==> src/rtl/rpt_pkg.sv <==
// Shared types and constants for the RADIUS attribute parser.
package rpt_pkg;

  localparam int DefMaxPacketBytes = 4096;
  localparam int HdrBytes          = 20;
  localparam int AuthBytes         = 16;
  localparam int AuthStart         = 4;

  localparam logic [7:0] AttrLimitReset = 8'd50;

  localparam logic [3:0] KIND_CODE    = 4'd0;
  localparam logic [3:0] KIND_ID      = 4'd1;
  localparam logic [3:0] KIND_LEN_HI  = 4'd2;
  localparam logic [3:0] KIND_LEN_LO  = 4'd3;
  localparam logic [3:0] KIND_AUTH    = 4'd4;
  localparam logic [3:0] KIND_ATYPE   = 4'd5;
  localparam logic [3:0] KIND_ALEN    = 4'd6;
  localparam logic [3:0] KIND_VALUE   = 4'd7;
  localparam logic [3:0] KIND_IGNORED = 4'd8;

  localparam logic [2:0] ST_OK       = 3'd0;
  localparam logic [2:0] ST_SHORT    = 3'd1;
  localparam logic [2:0] ST_BADLEN   = 3'd2;
  localparam logic [2:0] ST_TRUNC    = 3'd3;
  localparam logic [2:0] ST_MANY     = 3'd4;
  localparam logic [2:0] ST_OVERSIZE = 3'd5;

  typedef enum logic [1:0] {
    PH_TYPE,
    PH_LEN,
    PH_VALUE
  } phase_t;

  // Per-packet parse state, except the byte position whose width is parameterized.
  typedef struct packed {
    logic [7:0]  code_reg;
    logic [7:0]  ident_reg;
    logic [15:0] length_reg;
    logic [7:0]  attr_counter;
    logic [7:0]  cur_type;
    logic [7:0]  cur_len;
    logic [7:0]  value_index;
    phase_t      tlv_phase;
    logic [2:0]  error_code;
  } pkt_state_t;

  typedef struct packed {
    logic [3:0]  byte_kind;
    logic [7:0]  byte_echo;
    logic [7:0]  field_offset;
    logic [7:0]  attr_number;
    logic [7:0]  attr_kind;
    logic [7:0]  attr_size;
    logic        packet_done;
    logic [2:0]  status;
    logic [7:0]  packet_code;
    logic [7:0]  packet_ident;
    logic [15:0] declared_length;
    logic [7:0]  attr_count;
  } result_t;

endpackage

==> src/rtl/rpt_if.sv <==
// Valid/ready channel interfaces for parser input bytes and results.
interface rpt_byte_if;
  logic       valid;
  logic       ready;
  logic [7:0] byte_value;
  logic       last_byte;

  modport source (output valid, output byte_value, output last_byte, input ready);
  modport sink (input valid, input byte_value, input last_byte, output ready);
endinterface

interface rpt_result_if;
  logic        valid;
  logic        ready;
  logic [3:0]  byte_kind;
  logic [7:0]  byte_echo;
  logic [7:0]  field_offset;
  logic [7:0]  attr_number;
  logic [7:0]  attr_kind;
  logic [7:0]  attr_size;
  logic        packet_done;
  logic [2:0]  status;
  logic [7:0]  packet_code;
  logic [7:0]  packet_ident;
  logic [15:0] declared_length;
  logic [7:0]  attr_count;

  modport source (
    output valid, output byte_kind, output byte_echo, output field_offset,
    output attr_number, output attr_kind, output attr_size, output packet_done,
    output status, output packet_code, output packet_ident,
    output declared_length, output attr_count, input ready
  );
  modport sink (
    input valid, input byte_kind, input byte_echo, input field_offset,
    input attr_number, input attr_kind, input attr_size, input packet_done,
    input status, input packet_code, input packet_ident,
    input declared_length, input attr_count, output ready
  );
endinterface

==> src/rtl/rpt_step.sv <==
// Byte classifier: next parse state and result for one packet byte.
module rpt_step
  import rpt_pkg::*;
#(
  parameter int MAX_PACKET_BYTES = DefMaxPacketBytes,
  localparam int PosW = $clog2(MAX_PACKET_BYTES + 1)
) (
  input  pkt_state_t       st,
  input  logic [PosW-1:0]  pos,
  input  logic [7:0]       attr_limit,
  input  logic [7:0]       byte_value,
  input  logic             last_byte,
  output pkt_state_t       st_next,
  output logic [PosW-1:0]  pos_next,
  output result_t          res
);

  localparam logic [PosW-1:0] PosMax  = PosW'(MAX_PACKET_BYTES);
  localparam logic [PosW-1:0] PosAuthEnd = PosW'(AuthStart + AuthBytes);

  pkt_state_t upd;
  logic [3:0] kind;
  logic [7:0] offs;
  logic [7:0] vi_inc;

  always_comb begin
    upd    = st;
    kind   = KIND_IGNORED;
    offs   = 8'd0;
    vi_inc = st.value_index + 8'd1;

    if (st.error_code != ST_OK) begin
      kind = KIND_IGNORED;
    end else if (pos >= PosMax) begin
      upd.error_code = ST_OVERSIZE;
    end else if (pos == PosW'(0)) begin
      kind = KIND_CODE;
      upd.code_reg = byte_value;
    end else if (pos == PosW'(1)) begin
      kind = KIND_ID;
      upd.ident_reg = byte_value;
    end else if (pos == PosW'(2)) begin
      kind = KIND_LEN_HI;
      upd.length_reg[15:8] = byte_value;
    end else if (pos == PosW'(3)) begin
      kind = KIND_LEN_LO;
      upd.length_reg[7:0] = byte_value;
    end else if (pos < PosAuthEnd) begin
      kind = KIND_AUTH;
      offs = 8'(pos) - 8'(AuthStart);
    end else begin
      case (st.tlv_phase)
        PH_TYPE: begin
          if (st.attr_counter >= attr_limit) begin
            upd.error_code = ST_MANY;
          end else begin
            kind = KIND_ATYPE;
            upd.attr_counter = st.attr_counter + 8'd1;
            upd.cur_type     = byte_value;
            upd.cur_len      = 8'd0;
            upd.value_index  = 8'd0;
            upd.tlv_phase    = PH_LEN;
          end
        end
        PH_LEN: begin
          kind = KIND_ALEN;
          upd.cur_len     = byte_value;
          upd.value_index = 8'd0;
          if (byte_value < 8'd2) begin
            upd.error_code = ST_BADLEN;
          end else if (byte_value == 8'd2) begin
            upd.tlv_phase = PH_TYPE;
          end else begin
            upd.tlv_phase = PH_VALUE;
          end
        end
        default: begin
          kind = KIND_VALUE;
          offs = st.value_index;
          upd.value_index = vi_inc;
          if ({1'b0, vi_inc} + 9'd2 >= {1'b0, st.cur_len}) begin
            upd.tlv_phase = PH_TYPE;
          end
        end
      endcase
    end

    res.byte_kind    = kind;
    res.byte_echo    = byte_value;
    res.field_offset = offs;
    res.attr_number  = (upd.attr_counter != 8'd0) ? upd.attr_counter - 8'd1 : 8'd0;
    res.attr_kind    = upd.cur_type;
    res.attr_size    = upd.cur_len;
    res.packet_done     = 1'b0;
    res.status          = ST_OK;
    res.packet_code     = 8'd0;
    res.packet_ident    = 8'd0;
    res.declared_length = 16'd0;
    res.attr_count      = 8'd0;

    st_next  = upd;
    pos_next = (pos < PosMax) ? pos + PosW'(1) : pos;

    if (last_byte) begin
      res.packet_done = 1'b1;
      if (upd.error_code != ST_OK) begin
        res.status = upd.error_code;
      end else if (pos < PosW'(HdrBytes)) begin
        res.status = ST_SHORT;
      end else if (upd.tlv_phase != PH_TYPE) begin
        res.status = ST_TRUNC;
      end else begin
        res.status = ST_OK;
      end
      res.packet_code     = upd.code_reg;
      res.packet_ident    = upd.ident_reg;
      res.declared_length = upd.length_reg;
      res.attr_count      = upd.attr_counter;
      // Clear for the next packet.
      st_next  = '0;
      st_next.tlv_phase = PH_TYPE;
      pos_next = '0;
    end
  end

endmodule

==> src/rtl/radius_packet_tlv_parser_unit.sv <==
// Top level of the RADIUS packet attribute parser.
//
//  channel     | dir | handshake    | payload
//  ------------+-----+--------------+--------------------------------------------
//  byte_in     | in  | valid/ready  | byte_value[7:0], last_byte
//  result_out  | out | valid/ready  | byte kind, attribute info, packet summary
//  cfg         | in  | cfg_we       | cfg_data[7:0] -> attr_limit
//
// One byte per cycle unless back-pressured; a result is valid the cycle after accept.
// The parse state updates in the accept cycle, so consecutive bytes need no gap.
// The result register holds under back-pressure; a new byte enters whenever the
// register is empty or being drained in the same cycle.
// rst (synchronous) clears the parse state, drops the result and sets attr_limit to 50.
module radius_packet_tlv_parser_unit
  import rpt_pkg::*;
#(
  parameter int MAX_PACKET_BYTES = DefMaxPacketBytes
) (
  input  logic         clk,
  input  logic         rst,
  rpt_byte_if.sink     byte_in,
  rpt_result_if.source result_out,
  input  logic         cfg_we,
  input  logic [7:0]   cfg_data
);

  localparam int PosW = $clog2(MAX_PACKET_BYTES + 1);

  pkt_state_t      st;
  pkt_state_t      st_next;
  logic [PosW-1:0] pos;
  logic [PosW-1:0] pos_next;
  logic [7:0]      attr_limit;
  result_t         res_next;
  result_t         res;
  logic            res_valid;
  logic            accept;

  assign byte_in.ready = !res_valid || result_out.ready;
  assign accept        = byte_in.valid && byte_in.ready;

  rpt_step #(
    .MAX_PACKET_BYTES(MAX_PACKET_BYTES)
  ) u_step (
    .st         (st),
    .pos        (pos),
    .attr_limit (attr_limit),
    .byte_value (byte_in.byte_value),
    .last_byte  (byte_in.last_byte),
    .st_next    (st_next),
    .pos_next   (pos_next),
    .res        (res_next)
  );

  always_ff @(posedge clk) begin
    if (rst) begin
      // All-zero state includes PH_TYPE for the attribute phase.
      st           <= '0;
      pos          <= '0;
      attr_limit   <= AttrLimitReset;
      res_valid    <= 1'b0;
    end else begin
      if (cfg_we) begin
        attr_limit <= cfg_data;
      end
      if (accept) begin
        st        <= st_next;
        pos       <= pos_next;
        res_valid <= 1'b1;
      end else if (result_out.ready) begin
        res_valid <= 1'b0;
      end
    end
  end

  // Payload register: load on accept, hold otherwise.
  always_ff @(posedge clk) begin
    if (accept) begin
      res <= res_next;
    end
  end

  assign result_out.valid           = res_valid;
  assign result_out.byte_kind       = res.byte_kind;
  assign result_out.byte_echo       = res.byte_echo;
  assign result_out.field_offset    = res.field_offset;
  assign result_out.attr_number     = res.attr_number;
  assign result_out.attr_kind       = res.attr_kind;
  assign result_out.attr_size       = res.attr_size;
  assign result_out.packet_done     = res.packet_done;
  assign result_out.status          = res.status;
  assign result_out.packet_code     = res.packet_code;
  assign result_out.packet_ident    = res.packet_ident;
  assign result_out.declared_length = res.declared_length;
  assign result_out.attr_count      = res.attr_count;

  a_pos_clear_after_last: assert property (@(posedge clk) disable iff (rst)
    accept && byte_in.last_byte |=> pos == '0 && st.error_code == ST_OK)
    else $error("packet state not cleared after final byte");

  a_pos_bounded: assert property (@(posedge clk) disable iff (rst)
    pos <= PosW'(MAX_PACKET_BYTES))
    else $error("byte position beyond saturation point");

  a_ignored_after_error: assert property (@(posedge clk) disable iff (rst)
    accept && st.error_code != ST_OK |=> res.byte_kind == KIND_IGNORED)
    else $error("byte after error not tagged ignored");

  a_summary_zero_midpacket: assert property (@(posedge clk) disable iff (rst)
    res_valid && !res.packet_done |-> res.status == ST_OK && res.attr_count == 8'd0)
    else $error("summary fields set on a non-final result");

  a_error_sticky: assert property (@(posedge clk) disable iff (rst)
    accept && !byte_in.last_byte && st.error_code != ST_OK
      |=> st.error_code == $past(st.error_code))
    else $error("first error overwritten within a packet");

endmodule
==> src/flat_wrapper.sv <==
// flat-port wrapper written by rule: the top's interface ports become plain ports
module radius_packet_tlv_parser_unit_flat import rpt_pkg::*;
#(
  parameter int MAX_PACKET_BYTES = DefMaxPacketBytes
)
  (clk, rst, cfg_we, cfg_data, byte_in_valid, byte_in_byte_value, byte_in_last_byte, byte_in_ready, result_out_valid, result_out_byte_kind, result_out_byte_echo, result_out_field_offset, result_out_attr_number, result_out_attr_kind, result_out_attr_size, result_out_packet_done, result_out_status, result_out_packet_code, result_out_packet_ident, result_out_declared_length, result_out_attr_count, result_out_ready);
  rpt_byte_if byte_in_i ();
  rpt_result_if result_out_i ();
  input  logic clk;
  input  logic rst;
  input  logic cfg_we;
  input  logic [7:0] cfg_data;
  input wire logic [$bits(byte_in_i.valid)-1:0] byte_in_valid;
  input wire logic [$bits(byte_in_i.byte_value)-1:0] byte_in_byte_value;
  input wire logic [$bits(byte_in_i.last_byte)-1:0] byte_in_last_byte;
  output wire logic [$bits(byte_in_i.ready)-1:0] byte_in_ready;
  output wire logic [$bits(result_out_i.valid)-1:0] result_out_valid;
  output wire logic [$bits(result_out_i.byte_kind)-1:0] result_out_byte_kind;
  output wire logic [$bits(result_out_i.byte_echo)-1:0] result_out_byte_echo;
  output wire logic [$bits(result_out_i.field_offset)-1:0] result_out_field_offset;
  output wire logic [$bits(result_out_i.attr_number)-1:0] result_out_attr_number;
  output wire logic [$bits(result_out_i.attr_kind)-1:0] result_out_attr_kind;
  output wire logic [$bits(result_out_i.attr_size)-1:0] result_out_attr_size;
  output wire logic [$bits(result_out_i.packet_done)-1:0] result_out_packet_done;
  output wire logic [$bits(result_out_i.status)-1:0] result_out_status;
  output wire logic [$bits(result_out_i.packet_code)-1:0] result_out_packet_code;
  output wire logic [$bits(result_out_i.packet_ident)-1:0] result_out_packet_ident;
  output wire logic [$bits(result_out_i.declared_length)-1:0] result_out_declared_length;
  output wire logic [$bits(result_out_i.attr_count)-1:0] result_out_attr_count;
  input wire logic [$bits(result_out_i.ready)-1:0] result_out_ready;
  assign byte_in_i.valid = byte_in_valid;
  assign byte_in_i.byte_value = byte_in_byte_value;
  assign byte_in_i.last_byte = byte_in_last_byte;
  assign byte_in_ready = byte_in_i.ready;
  assign result_out_valid = result_out_i.valid;
  assign result_out_byte_kind = result_out_i.byte_kind;
  assign result_out_byte_echo = result_out_i.byte_echo;
  assign result_out_field_offset = result_out_i.field_offset;
  assign result_out_attr_number = result_out_i.attr_number;
  assign result_out_attr_kind = result_out_i.attr_kind;
  assign result_out_attr_size = result_out_i.attr_size;
  assign result_out_packet_done = result_out_i.packet_done;
  assign result_out_status = result_out_i.status;
  assign result_out_packet_code = result_out_i.packet_code;
  assign result_out_packet_ident = result_out_i.packet_ident;
  assign result_out_declared_length = result_out_i.declared_length;
  assign result_out_attr_count = result_out_i.attr_count;
  assign result_out_i.ready = result_out_ready;
  radius_packet_tlv_parser_unit #(.MAX_PACKET_BYTES(MAX_PACKET_BYTES)) u_core (.clk(clk), .rst(rst), .byte_in(byte_in_i), .result_out(result_out_i), .cfg_we(cfg_we), .cfg_data(cfg_data));
endmodule
==> config.mk <==
export PLATFORM = sky130hd
export DESIGN_NAME = radius_packet_tlv_parser_unit_flat
export DESIGN_NICKNAME = d
export VERILOG_FILES = /design/src/rtl/rpt_pkg.sv /design/src/rtl/rpt_if.sv /design/src/rtl/rpt_step.sv /design/src/rtl/radius_packet_tlv_parser_unit.sv /design/src/flat_wrapper.sv
export SDC_FILE = /design/constraint.sdc
export NUM_CORES = 1
export LEC_CHECK = 0
export ABC_CLOCK_PERIOD_IN_PS = 11200
export BUFFER_PORTS_ARGS = -buffer_cell sky130_fd_sc_hd__buf_2
export CELL_PAD_IN_SITES_DETAIL_PLACEMENT = 0
export CELL_PAD_IN_SITES_GLOBAL_PLACEMENT = 1
export CORE_MARGIN = 4
export CORE_UTILIZATION = 25
export CTS_BUF_LIST = sky130_fd_sc_hd__clkbuf_8
export DETAILED_ROUTE_END_ITERATION = 8
export PLACE_DENSITY_LB_ADDON = 0.1
export SYNTH_ARGS = -nofsm -noshare
export SYNTH_HDL_FRONTEND = slang
export SYNTH_SLANG_ARGS = --single-unit
==> constraint.sdc <==
create_clock -name clk -period 11.2 [get_ports clk]
set_clock_uncertainty 0.05 [all_clocks]
set_input_delay 2.8 -clock clk [delete_from_list [all_inputs] [get_ports clk]]
set_output_delay 2.8 -clock clk [all_outputs]
set_load 0.03 [all_outputs]
==> results of run 1 <==
-- cells by family after synthesis --
| kind of cell | after synthesis | share of synthesized area (%) |
|---|---|---|
| flip-flops | 179 | 52.98 |
| adder cells (fa/ha/maj) | 27 | 4.009 |
| AND/OR/NAND/NOR | 305 | 17.32 |
| XOR/XNOR | 27 | 2.807 |
| buffers and inverters | 85 | 3.905 |
| AO/OA/AOI/OAI | 197 | 15.52 |
| multiplexers | 27 | 3.460 |
-- final timing paths --
path | slack [ns] | start | cells after the start | endpoint
setup reg to reg | 7.36 | u_core.st[29] | 12 | u_core.result_out.attr_number[6]
hold / removal | 0.45 | u_core.st[12] | 2 | u_core.st[12]
setup / recovery | 5.01 | result_out_ready | 3 | byte_in_ready
hold reg to reg | 0.45 | u_core.st[12] | 2 | u_core.st[12]
-- layer usage --
| layer | vias to the layer above | wire, µm | global-route usage (%) |
|---|---|---|---|
| met2 | 117 | 11810 | 22.35 |
| met3 | 15 | 1061 | 2.599 |
| li1 | 3214 | - | - |
| met5 | - | 0 | 0 |
| met1 | 3145 | 13230 | 21.32 |
| met4 | 0 | 225 | 3.177 |
-- placed cells by master (no fill, tap or decap), types with 8 or more instances in the layout --
| master | n |
|---|---|
| nor2_1 | 114 |
| mux2_2 | 9 |
| a21oi_1 | 59 |
| ha_1 | 27 |
| a22oi_1 | 50 |
| edfxtp_1 | 88 |
| a211oi_1 | 8 |
| nand2_1 | 73 |
| xnor2_1 | 12 |
| a22o_1 | 16 |
| nor2b_1 | 13 |
| buf_2 | 111 |
| and3_1 | 9 |
| mux2i_1 | 16 |
| xor2_1 | 15 |
| inv_1 | 26 |
| nand3_1 | 28 |
| dfxtp_1 | 91 |
| clkbuf_8 | 17 |
| nor3_1 | 12 |
| o21ai_0 | 20 |
| and2_1 | 11 |
-- power by group through the flow --
stage	sequential (mW)	combinational (mW)	clock, mW
2_1_floorplan	0.764	0.0434	0
3_3_place_gp	0.729	0.124	0
3_5_place_dp	0.729	0.124	0
4_1_cts	0.714	0.125	0.479
5_1_grt	0.716	0.131	0.503
6_report	0.713	0.121	0.457
-- flip-flops by register name, summed over array words and instances, names as in the netlist, 3 cells and up --
signal / cells
u_core.result_out.declared_length: 16
u_core.result_out.packet_ident: 8
u_core.result_out.field_offset: 8
u_core.result_out.attr_size: 8
u_core.attr_limit: 8
u_core.result_out.attr_kind: 8
u_core.result_out.attr_count: 8
u_core.result_out.byte_echo: 8
u_core.result_out.status: 3
u_core.result_out.packet_code: 8
u_core.st: 69
u_core.pos: 13
u_core.result_out.attr_number: 8
u_core.result_out.byte_kind: 4
-- final cells by class --
cell class	instances	area [µm²]
well taps	442	553.0
fillers	3561	23110
inverters	28	107.6
flip-flops and latches	179	4464
clock buffers	17	234.0
repair buffers	117	600.6
multi-input cells	583	3632
clock inverters	15	165.2
-- worst max-delay path, stage by stage --
cell	delay [ns]
buf_2	0.09
nand2b_1	0.22
buf_2	0.23
==> qor.csv, run 1 <==
stage,metric,value,unit
route,wire length per cell,19.06,µm
clock_network,CTS Buf Count,17,
cells_and_area,number of diodes,0,
die,# rows,66,
sta,fin. max-slew vios,0,
pwr,Peak VDD IR,0.06906,mV
worst_setup_path,critical path launch point type,input pin,
global_route,gr usage total,14.51,%
sta,slew of the pin with the lowest slew margin,1.283,ns
placed_design,Post-Place Cell Area,9358,µm²
cells_and_area,Area Overhead vs Synth,15.80,%
worst_setup_path,Crit Path Max Fanout,4,
sta,RSZ-0062 raised after global routing,no,
die,Die Area,36700,µm²
clock_network,CTS H-Tree Depth,4,
cells_and_area,final core utilization,29.69,%
sta,Tcrit/Tclk final,55.30,%
route,DRT Pass-1 Iters,5,
global_route,number of antenna violations at the first check in global routing,0,
min_path,Hold Crit Class,reg -> reg,
route,Iter 0 DRT Violations,423,
die,IO Count,112,
route,Routed Antenna Nets,0,
pwr,Lkg Pwr,3.663,nW
synth,Synth Flop Type,dfxtp_1,
global_route,largest net degree at the start of global routing,71,
synth,Synth area leader,edfxtp_1,
clock_network,CTS tree,built,
synth,sequential element share of the synthesized area,52.98,%
worst_setup_path,CP Class,in -> out,
placed_design,GPL Wtd Cong,0.7447,
sta,Fin Hold WS,0.4499,ns
synth,Yosys reg bits,179,
sta,minimum clock period,6.193,ns
pwr,Net Sw Power,391.4,µW
synth,Post-synth ARST share,0,%
worst_setup_path,CP required,8.35,ns
clock_network,worst skew pair latency,0.48,ns
flow_run,max cap viols,0,
global_route,global route overflow,0,
clock_network,clk buf depth,2,
placed_design,Post-Place Setup Slack,4.996,ns
placed_design,Inst Count DP,1349,
cells_and_area,fin nets,975,
global_route,number of global-route vias before repair,6573,
synth,"top cells by count, synth","114 x nor2_1, 91 x dfxtp_1, 88 x edfxtp_1, 73 x nand2_1, 59 x a21oi_1",
sta,Fin Setup TNS,0,ns
synth,post-synth top area share,31.36,%
pwr,switching share of power,30.29,%
synth,"Avg Cell Area, Syn",9.948,µm²
route,WL final,26320,µm
synth,Area contributors post-synth,"edfxtp_1 31%, dfxtp_1 22%, nor2_1 5.1%",
pwr,Power Total,1.292,mW
synth,Post-synth EDFFs,88,
route,DRC Markers,0,
synth,Syn. warnings,0,
sta,Final Hold Fails,0,
cells_and_area,layout cells sized above 1,18.10,%
pwr,combinational power share,9.4,%
route,vias,6491,
synth,Unique masters post-synth,59,
sta,setup ws final,5.007,ns
clock_network,setup bufs post-CTS,0,
die,total core area,32870,µm²
sta,Fmax achieved,161.5,MHz
clock_network,post-cts sizing count,0,
placed_design,port bufs,111,
pwr,Internal Power,900.7,µW
route,Via density,4.700,
clock_network,hold-fix buffers at CTS,0,
synth,"count leader, synth",nor2_1,
clock_network,Root Buffer,clkbuf_8,
cells_and_area,Final Cell Area,9757,µm²
pwr,sequential power share,55.2,%
cells_and_area,"Cell Count, Final, Fillers Out",1381,
synth,"Net Count, Synth",896,
placed_design,hpwl dp,17440,µm
pwr,clock network power share,35.4,%
global_route,global-route wire length before repair,40540,µm
sta,slew margin rel.,13.58,%
die,starting density of the core,25.64,%
sta,final setup vio count,0,
worst_setup_path,arrival time at the worst endpoint,3.34,ns
die,Die W,191.6,µm
synth,Synth Cell Area,8426,µm²
synth,Cells after Synth,847,
clock_network,CTS sink count,179,
worst_setup_path,crit path capture type,primary output,
run_status,status,finished clean,
clock_network,Clock Pin Slew Worst Setup and Hold Paths,0.10,ns
pwr,PwrDens,132.4,nW/µm²
die,die height,191.6,µm
Power figures use the tool's default switching activity.
==> run 2: changes to the inputs <==
--- a/config.mk
+++ b/config.mk
@@ -5,7 +5,7 @@
 export SDC_FILE = /design/constraint.sdc
 export NUM_CORES = 1
 export LEC_CHECK = 0
-export ABC_CLOCK_PERIOD_IN_PS = 11200
+export ABC_CLOCK_PERIOD_IN_PS = 5800
 export BUFFER_PORTS_ARGS = -buffer_cell sky130_fd_sc_hd__buf_2
 export CELL_PAD_IN_SITES_DETAIL_PLACEMENT = 0
 export CELL_PAD_IN_SITES_GLOBAL_PLACEMENT = 1
==> constraint.sdc (replaced) <==
create_clock -name clk -period 5.8 [get_ports clk]
set_clock_uncertainty 0.05 [all_clocks]
set_input_delay 1.45 -clock clk [delete_from_list [all_inputs] [get_ports clk]]
set_output_delay 1.45 -clock clk [all_outputs]
set_load 0.03 [all_outputs]
==> run 2 against run 1 <==
Against the previous run: clock power increased by 96%; first-iteration DRC count is 5.4% lower; largest cell class unchanged; critical path type is now reg -> reg; power up 94%; critical path depth rose by 9; critical endpoint is now u_core.result_out.attr_number[6]; non-clock buffer count rose by 3; routed wire length increased by 1.0%; largest power group unchanged; global-route usage is essentially flat.
==> qor.csv, run 2 (synthesis results as in run 1) <==
stage,metric,value,unit,change
cells_and_area,most frequent cells in the layout,"114 x nor2_1, 111 x buf_2, 91 x dfxtp_1",,
die,# rows,66,,unchanged
cells_and_area,"most common cell after layout, fill and taps aside",nor2_1,,
route,DRT Pass-1 Iters,7,,+2
pwr,PwrDens,256.4,nW/µm²,+94%
placed_design,port bufs,111,,unchanged
die,starting density of the core,25.64,%,unchanged
die,IO Count,112,,unchanged
sta,minimum clock period,3.727,ns,
clock_network,CTS H-Tree Depth,4,,unchanged
global_route,global route overflow,0,,unchanged
clock_network,setup bufs post-CTS,0,,unchanged
pwr,Peak VDD IR,0.1469,mV,+110%
global_route,global-route wire length before repair,40540,µm,unchanged
sta,Final Hold Fails,0,,unchanged
route,Iter 0 DRT Violations,400,,-5.4%
clock_network,Clock Pin Slew Worst Setup and Hold Paths,0.10,ns,about the same
sta,RSZ-0062 raised after global routing,no,,
worst_setup_path,launch point of the worst reg-to-reg path,u_core.st[29],,
die,total core area,32870,µm²,unchanged
worst_setup_path,CP Class,reg -> reg,,
global_route,largest net degree at the start of global routing,103,,+45%
sta,setup ws final,2.073,ns,-2.933 ns
route,DRC Markers,0,,unchanged
worst_setup_path,R2R cell count,12,,unchanged
cells_and_area,max reg flops,69,,unchanged
clock_network,CTS sink count,179,,unchanged
run_status,status,finished clean,,
worst_setup_path,arrival time at the worst endpoint,3.91,ns,+0.57 ns
cells_and_area,layout cells sized above 1,18.15,%,+0.048 points
sta,Fmax achieved,268.3,MHz,
clock_network,worst skew pair latency,0.49,ns,about the same
worst_setup_path,register-to-register setup slack,2.07,ns,-5.29 ns
pwr,Lkg Pwr,3.683,nW,+0.56%
route,WL final,26580,µm,+1.0%
worst_setup_path,worst r2r dst,u_core.result_out.attr_number[6],,
flow_run,max cap viols,0,,unchanged
worst_setup_path,Crit Path Max Fanout,17,,+13
worst_setup_path,max incr delay on CP,0.55,ns,+0.32 ns
cells_and_area,Biggest register,u_core.st,,
sta,Fin Setup TNS,0,ns,unchanged
worst_setup_path,Bufs and invs on worst path,3,,+1
cells_and_area,Multi-input gate area,3632,µm²,unchanged
min_path,Hold Path Stages,2,,unchanged
sta,fin. max-slew vios,0,,unchanged
worst_setup_path,"Largest delay share family, worst path",buffers and inverters,,
sta,final setup vio count,0,,unchanged
cells_and_area,Area Overhead vs Synth,16.25,%,
sta,Tcrit/Tclk final,64.26,%,
worst_setup_path,CP required,5.99,ns,-2.36 ns
min_path,hold wc startpoint,u_core.st[12],,
placed_design,GPL Wtd Cong,0.7341,,-1.4%
cells_and_area,Register Area,4464,µm²,unchanged
worst_setup_path,Crit-path slowest cell,dfxtp_1,,
die,Die W,191.6,µm,unchanged
clock_network,hold-fix buffers at CTS,0,,unchanged
route,Routed Antenna Nets,0,,unchanged
cells_and_area,number of diodes,0,,unchanged
route,Via density,4.723,,+0.48%
worst_setup_path,crit path capture type,flop,,
cells_and_area,fillcell total,3533,,-0.79%
sta,slew margin rel.,13.67,%,+0.090 points
placed_design,Post-Place Setup Slack,1.846,ns,-3.150 ns
worst_setup_path,critical path launch point type,flop,,
min_path,Hold Crit Class,reg -> reg,,
die,Die Area,36700,µm²,unchanged
clock_network,post-cts sizing count,0,,unchanged
global_route,number of global-route vias before repair,6623,,+0.76%
sta,slew of the pin with the lowest slew margin,1.281,ns,-0.001342 ns
clock_network,CTS tree,built,,
clock_network,Root Buffer,clkbuf_8,,
route,wire length per cell,19.21,µm,+0.78%
clock_network,clk buf depth,2,,unchanged
pwr,Power Total,2.512,mW,+94%
placed_design,hpwl dp,17980,µm,+3.1%
route,vias,6536,,+0.69%
global_route,number of antenna violations at the first check in global routing,0,,unchanged
worst_setup_path,crit-path cells,"inv_1, ha_1, nand2b_1, a211oi_1, o221ai_1, buf_4, a21oi_1, buf_4, mux2i_1, ha_1, nor4b_4, mux2_4",,
clock_network,CTS Buf Count,17,,unchanged
die,die height,191.6,µm,unchanged
cells_and_area,fin nets,978,,+0.31%
global_route,gr usage total,14.56,%,+0.046 points
min_path,Hold Path End,u_core.st[12],,
-- run 2: worst reg2reg max path, stage by stage (launching register included) --
cell and delay (ns):
dfxtp_1 0.55, inv_1 0.16, ha_1 0.29, nand2b_1 0.14, a211oi_1 0.24, o221ai_1 0.14
buf_4 0.19, a21oi_1 0.17, buf_4 0.28, mux2i_1 0.29, ha_1 0.30, nor4b_4 0.39
mux2_4 0.33
-- run 2: layer usage --
layer / vias to the layer above / share of wire, % / GRT usage [%]
li1: 3212 / - / -
met1: 3206 / 50 / 20.98
met2: 110 / 45 / 22.91
met3: 8 / 3.2 / 2.690
met4: 0 / 0.80 / 3.011
met5: - / 0 / 0
-- run 2: how the worst max path moves through the flow --
stage | from | end | slack, ns | cells after the start
6_report | u_core.st[29] | u_core.result_out.attr_number[6] | 2.07 | 12
3_3_place_gp | byte_in_last_byte | u_core.st[63] | 1.89 | 6
2_1_floorplan | result_out_ready | u_core.st[60] | 1.56 | 7
4_1_cts | u_core.st[29] | u_core.result_out.attr_number[6] | 2.05 | 12
3_5_place_dp | byte_in_last_byte | u_core.st[67] | 1.85 | 6
5_1_grt | u_core.st[29] | u_core.result_out.attr_number[6] | 1.76 | 12
-- run 2: final cells by class --
| class | count | area share, % |
|---|---|---|
| inverters | 28 | 1.099 |
| clock inverters | 15 | 1.712 |
| well taps | 442 | 5.646 |
| repair buffers | 120 | 6.490 |
| flip-flops and latches | 179 | 45.58 |
| clock buffers | 17 | 2.389 |
| multi-input cells | 583 | 37.08 |
-- run 2: power by group --
part | leakage [nW] | internal [mW] | switching (mW)
clock | 0.201 | 0.361 | 0.535
sequential | 1.62 | 1.36 | 0.0134
combinational | 1.86 | 0.0508 | 0.186
-- run 2: through the flow --
stage,hold WS [ns],utilization (%),area (µm²),instances
after CTS,0.4491,29.80,9794,1384
after floorplan,0.4076,-,8427,847
final,0.4473,29.80,9794,1384
after global routing,0.4777,29.80,9794,1384
after global placement,0.4272,28.58,9393,1352
after detailed placement,0.4362,28.58,9393,1352
==> run 3: changes to the inputs <==
--- a/config.mk
+++ b/config.mk
@@ -5,7 +5,7 @@
 export SDC_FILE = /design/constraint.sdc
 export NUM_CORES = 1
 export LEC_CHECK = 0
-export ABC_CLOCK_PERIOD_IN_PS = 5800
+export ABC_CLOCK_PERIOD_IN_PS = 3900
 export BUFFER_PORTS_ARGS = -buffer_cell sky130_fd_sc_hd__buf_2
 export CELL_PAD_IN_SITES_DETAIL_PLACEMENT = 0
 export CELL_PAD_IN_SITES_GLOBAL_PLACEMENT = 1
==> constraint.sdc (replaced) <==
create_clock -name clk -period 3.9 [get_ports clk]
set_clock_uncertainty 0.05 [all_clocks]
set_input_delay 0.975 -clock clk [delete_from_list [all_inputs] [get_ports clk]]
set_output_delay 0.975 -clock clk [all_outputs]
set_load 0.03 [all_outputs]
==> run 3 against run 2 <==
Against the previous run: flip-flop and latch count is the same; critical path depth grew 1; routed wire length grew 1.2%; critical path type unchanged; critical endpoint is now u_core.result_out.status[0]; largest power group unchanged.
==> qor.csv, run 3 (synthesis results as in run 1) <==
stage,metric,value,unit,change
pwr,Internal Power,2.657,mW,+50%
clock_network,CTS tree,built,,
clock_network,CTS H-Tree Depth,4,,unchanged
die,Die W,191.6,µm,unchanged
cells_and_area,fin nets,1004,,+2.7%
global_route,global-route wire length before repair,40760,µm,+0.55%
pwr,Peak VDD IR,0.1956,mV,+33%
global_route,number of global-route vias before repair,6544,,-1.2%
die,IO Count,112,,unchanged
placed_design,GPL Wtd Cong,0.7445,,+1.4%
cells_and_area,layout cells sized above 1,20.56,%,+2.4 points
sta,slew of the pin with the lowest slew margin,0.8055,ns,-0.4759 ns
route,vias,6596,,+0.92%
cells_and_area,final core utilization,30.42,%,+0.62 points
pwr,PwrDens,378.1,nW/µm²,+47%
cells_and_area,number of diodes,0,,unchanged
die,die height,191.6,µm,unchanged
sta,fin. max-slew vios,0,,unchanged
sta,RSZ-0062 raised after global routing,no,,
pwr,clock network power share,36.3,%,+0.6 points
min_path,Hold Crit Class,reg -> reg,,
global_route,global route overflow,0,,unchanged
run_status,status,finished clean,,
clock_network,CTS Buf Count,17,,unchanged
cells_and_area,Multi-input gate area,3636,µm²,+0.10%
die,total core area,32870,µm²,unchanged
route,WL final,26900,µm,+1.2%
placed_design,port bufs,111,,unchanged
flow_run,max cap viols,0,,unchanged
clock_network,hold-fix buffers at CTS,0,,unchanged
die,# rows,66,,unchanged
placed_design,hpwl dp,18810,µm,+4.6%
clock_network,post-cts sizing count,0,,unchanged
die,starting density of the core,25.64,%,unchanged
route,DRC Markers,0,,unchanged
sta,slew margin rel.,46.19,%,+33 points
route,Via density,4.678,,-0.94%
clock_network,Clock Pin Slew Worst Setup and Hold Paths,0.11,ns,about the same
worst_setup_path,critical path launch point type,flop,,
global_route,number of antenna violations at the first check in global routing,0,,unchanged
pwr,sequential power share,54.2,%,-0.7 points
global_route,largest net degree at the start of global routing,51,,-50%
sta,minimum clock period,3.486,ns,-0.2406 ns
pwr,Lkg Pwr,3.817,nW,+3.6%
sta,Final Hold Fails,0,,unchanged
route,Routed Antenna Nets,0,,unchanged
worst_setup_path,arrival time at the worst endpoint,3.73,ns,-0.18 ns
cells_and_area,Area Overhead vs Synth,18.67,%,
sta,final setup vio count,0,,unchanged
sta,Fin Setup TNS,0,ns,unchanged
route,Iter 0 DRT Violations,416,,+4.0%
route,wire length per cell,19.07,µm,-0.69%
route,DRT Pass-1 Iters,4,,-3
cells_and_area,max reg flops,69,,unchanged
clock_network,worst skew pair latency,0.49,ns,about the same
pwr,Net Sw Power,1.123,mW,+53%
worst_setup_path,Crit Path Max Fanout,10,,-7
clock_network,CTS sink count,179,,unchanged
clock_network,clk buf depth,2,,unchanged
worst_setup_path,CP required,4.15,ns,-1.84 ns
cells_and_area,fillcell total,3505,,-0.79%
sta,Tcrit/Tclk final,89.39,%,+25 points
clock_network,Root Buffer,clkbuf_8,,
pwr,switching share of power,29.71,%,+0.46 points
cells_and_area,"most common cell after layout, fill and taps aside",nor2_1,,
die,Die Area,36700,µm²,unchanged
cells_and_area,most frequent cells in the layout,"114 x nor2_1, 111 x buf_2, 91 x dfxtp_1",,
cells_and_area,Biggest register,u_core.st,,
clock_network,setup bufs post-CTS,0,,unchanged
cells_and_area,Register Area,4464,µm²,unchanged
worst_setup_path,crit path capture type,flop,,
worst_setup_path,CP Class,reg -> reg,,
global_route,gr usage total,14.63,%,+0.072 points
sta,Fmax achieved,286.8,MHz,+6.9%
pwr,combinational power share,9.5,%,about the same
==> run 3: cell types whose count changed in the layout (fill, tap and decap cells not counted) <==
cell / delta
inv_6: +1
a21oi_1: -1
buf_4: +27
buf_12: -1
clkinv_1: -1
a21oi_2: +1
clkinv_4: -1
clkinv_8: +2
inv_8: -1
==> run 3: worst paths after layout <==
check	slack, ns	start	cells past startpoint	to
max	0.41	u_core.st[5]	13	u_core.result_out.status[0]
min	0.45	u_core.st[12]	2	u_core.st[12]
min reg2reg	0.45	u_core.st[12]	2	u_core.st[12]
max reg2reg	0.41	u_core.st[5]	13	u_core.result_out.status[0]
==> run 3: cell type report <==
cell class	count	area share, %
clock buffers	17	2.340
clock inverters	15	1.852
inverters	28	1.076
multi-input cells	583	36.37
flip-flops and latches	179	44.65
well taps	442	5.531
repair buffers	146	8.184
==> run 3: metrics by stage <==
stage	hold WS, ns	cell area [µm²]	cells	total power, mW	setup slack (ns)
after global placement	0.4273	9579	1378	2.461	0.5472
after detailed placement	0.4382	9579	1378	2.460	0.3850
after global routing	0.4899	9998	1410	3.947	0.06652
after CTS	0.4536	9998	1410	3.855	0.4003
after floorplan	0.4076	8431	847	2.317	0.06608
final	0.4479	9998	1410	3.781	0.4138
==> run 3: power by group through the flow <==
stage,clock [mW],sequential [mW],combinational [mW]
floorplan,0,2.19,0.125
global placement,0,2.09,0.369
detailed placement,0,2.09,0.368
CTS,1.44,2.05,0.368
global route,1.50,2.06,0.388
finish,1.37,2.05,0.359
==> run 3: worst max-delay path, stage by stage (launching register included) <==
cell,delay [ns]
dfxtp_1,0.57
ha_1,0.31
nand2b_1,0.15
a21oi_1,0.04
o21ai_0,0.30
xor2_1,0.19
ha_1,0.26
a21o_1,0.16
a211oi_1,0.22
o21ai_0,0.13
a211o_1,0.29
o21ai_0,0.22
nor2_1,0.11
o41ai_1,0.30
==> run 3: per-layer routing <==
layer | GRT usage (%) | share of wire [%] | vias to the layer above
met5 | 0 | 0 | -
met4 | 2.928 | 0.65 | 0
met2 | 22.81 | 46 | 134
li1 | - | - | 3269
met3 | 2.472 | 3.6 | 9
met1 | 21.45 | 50 | 3184
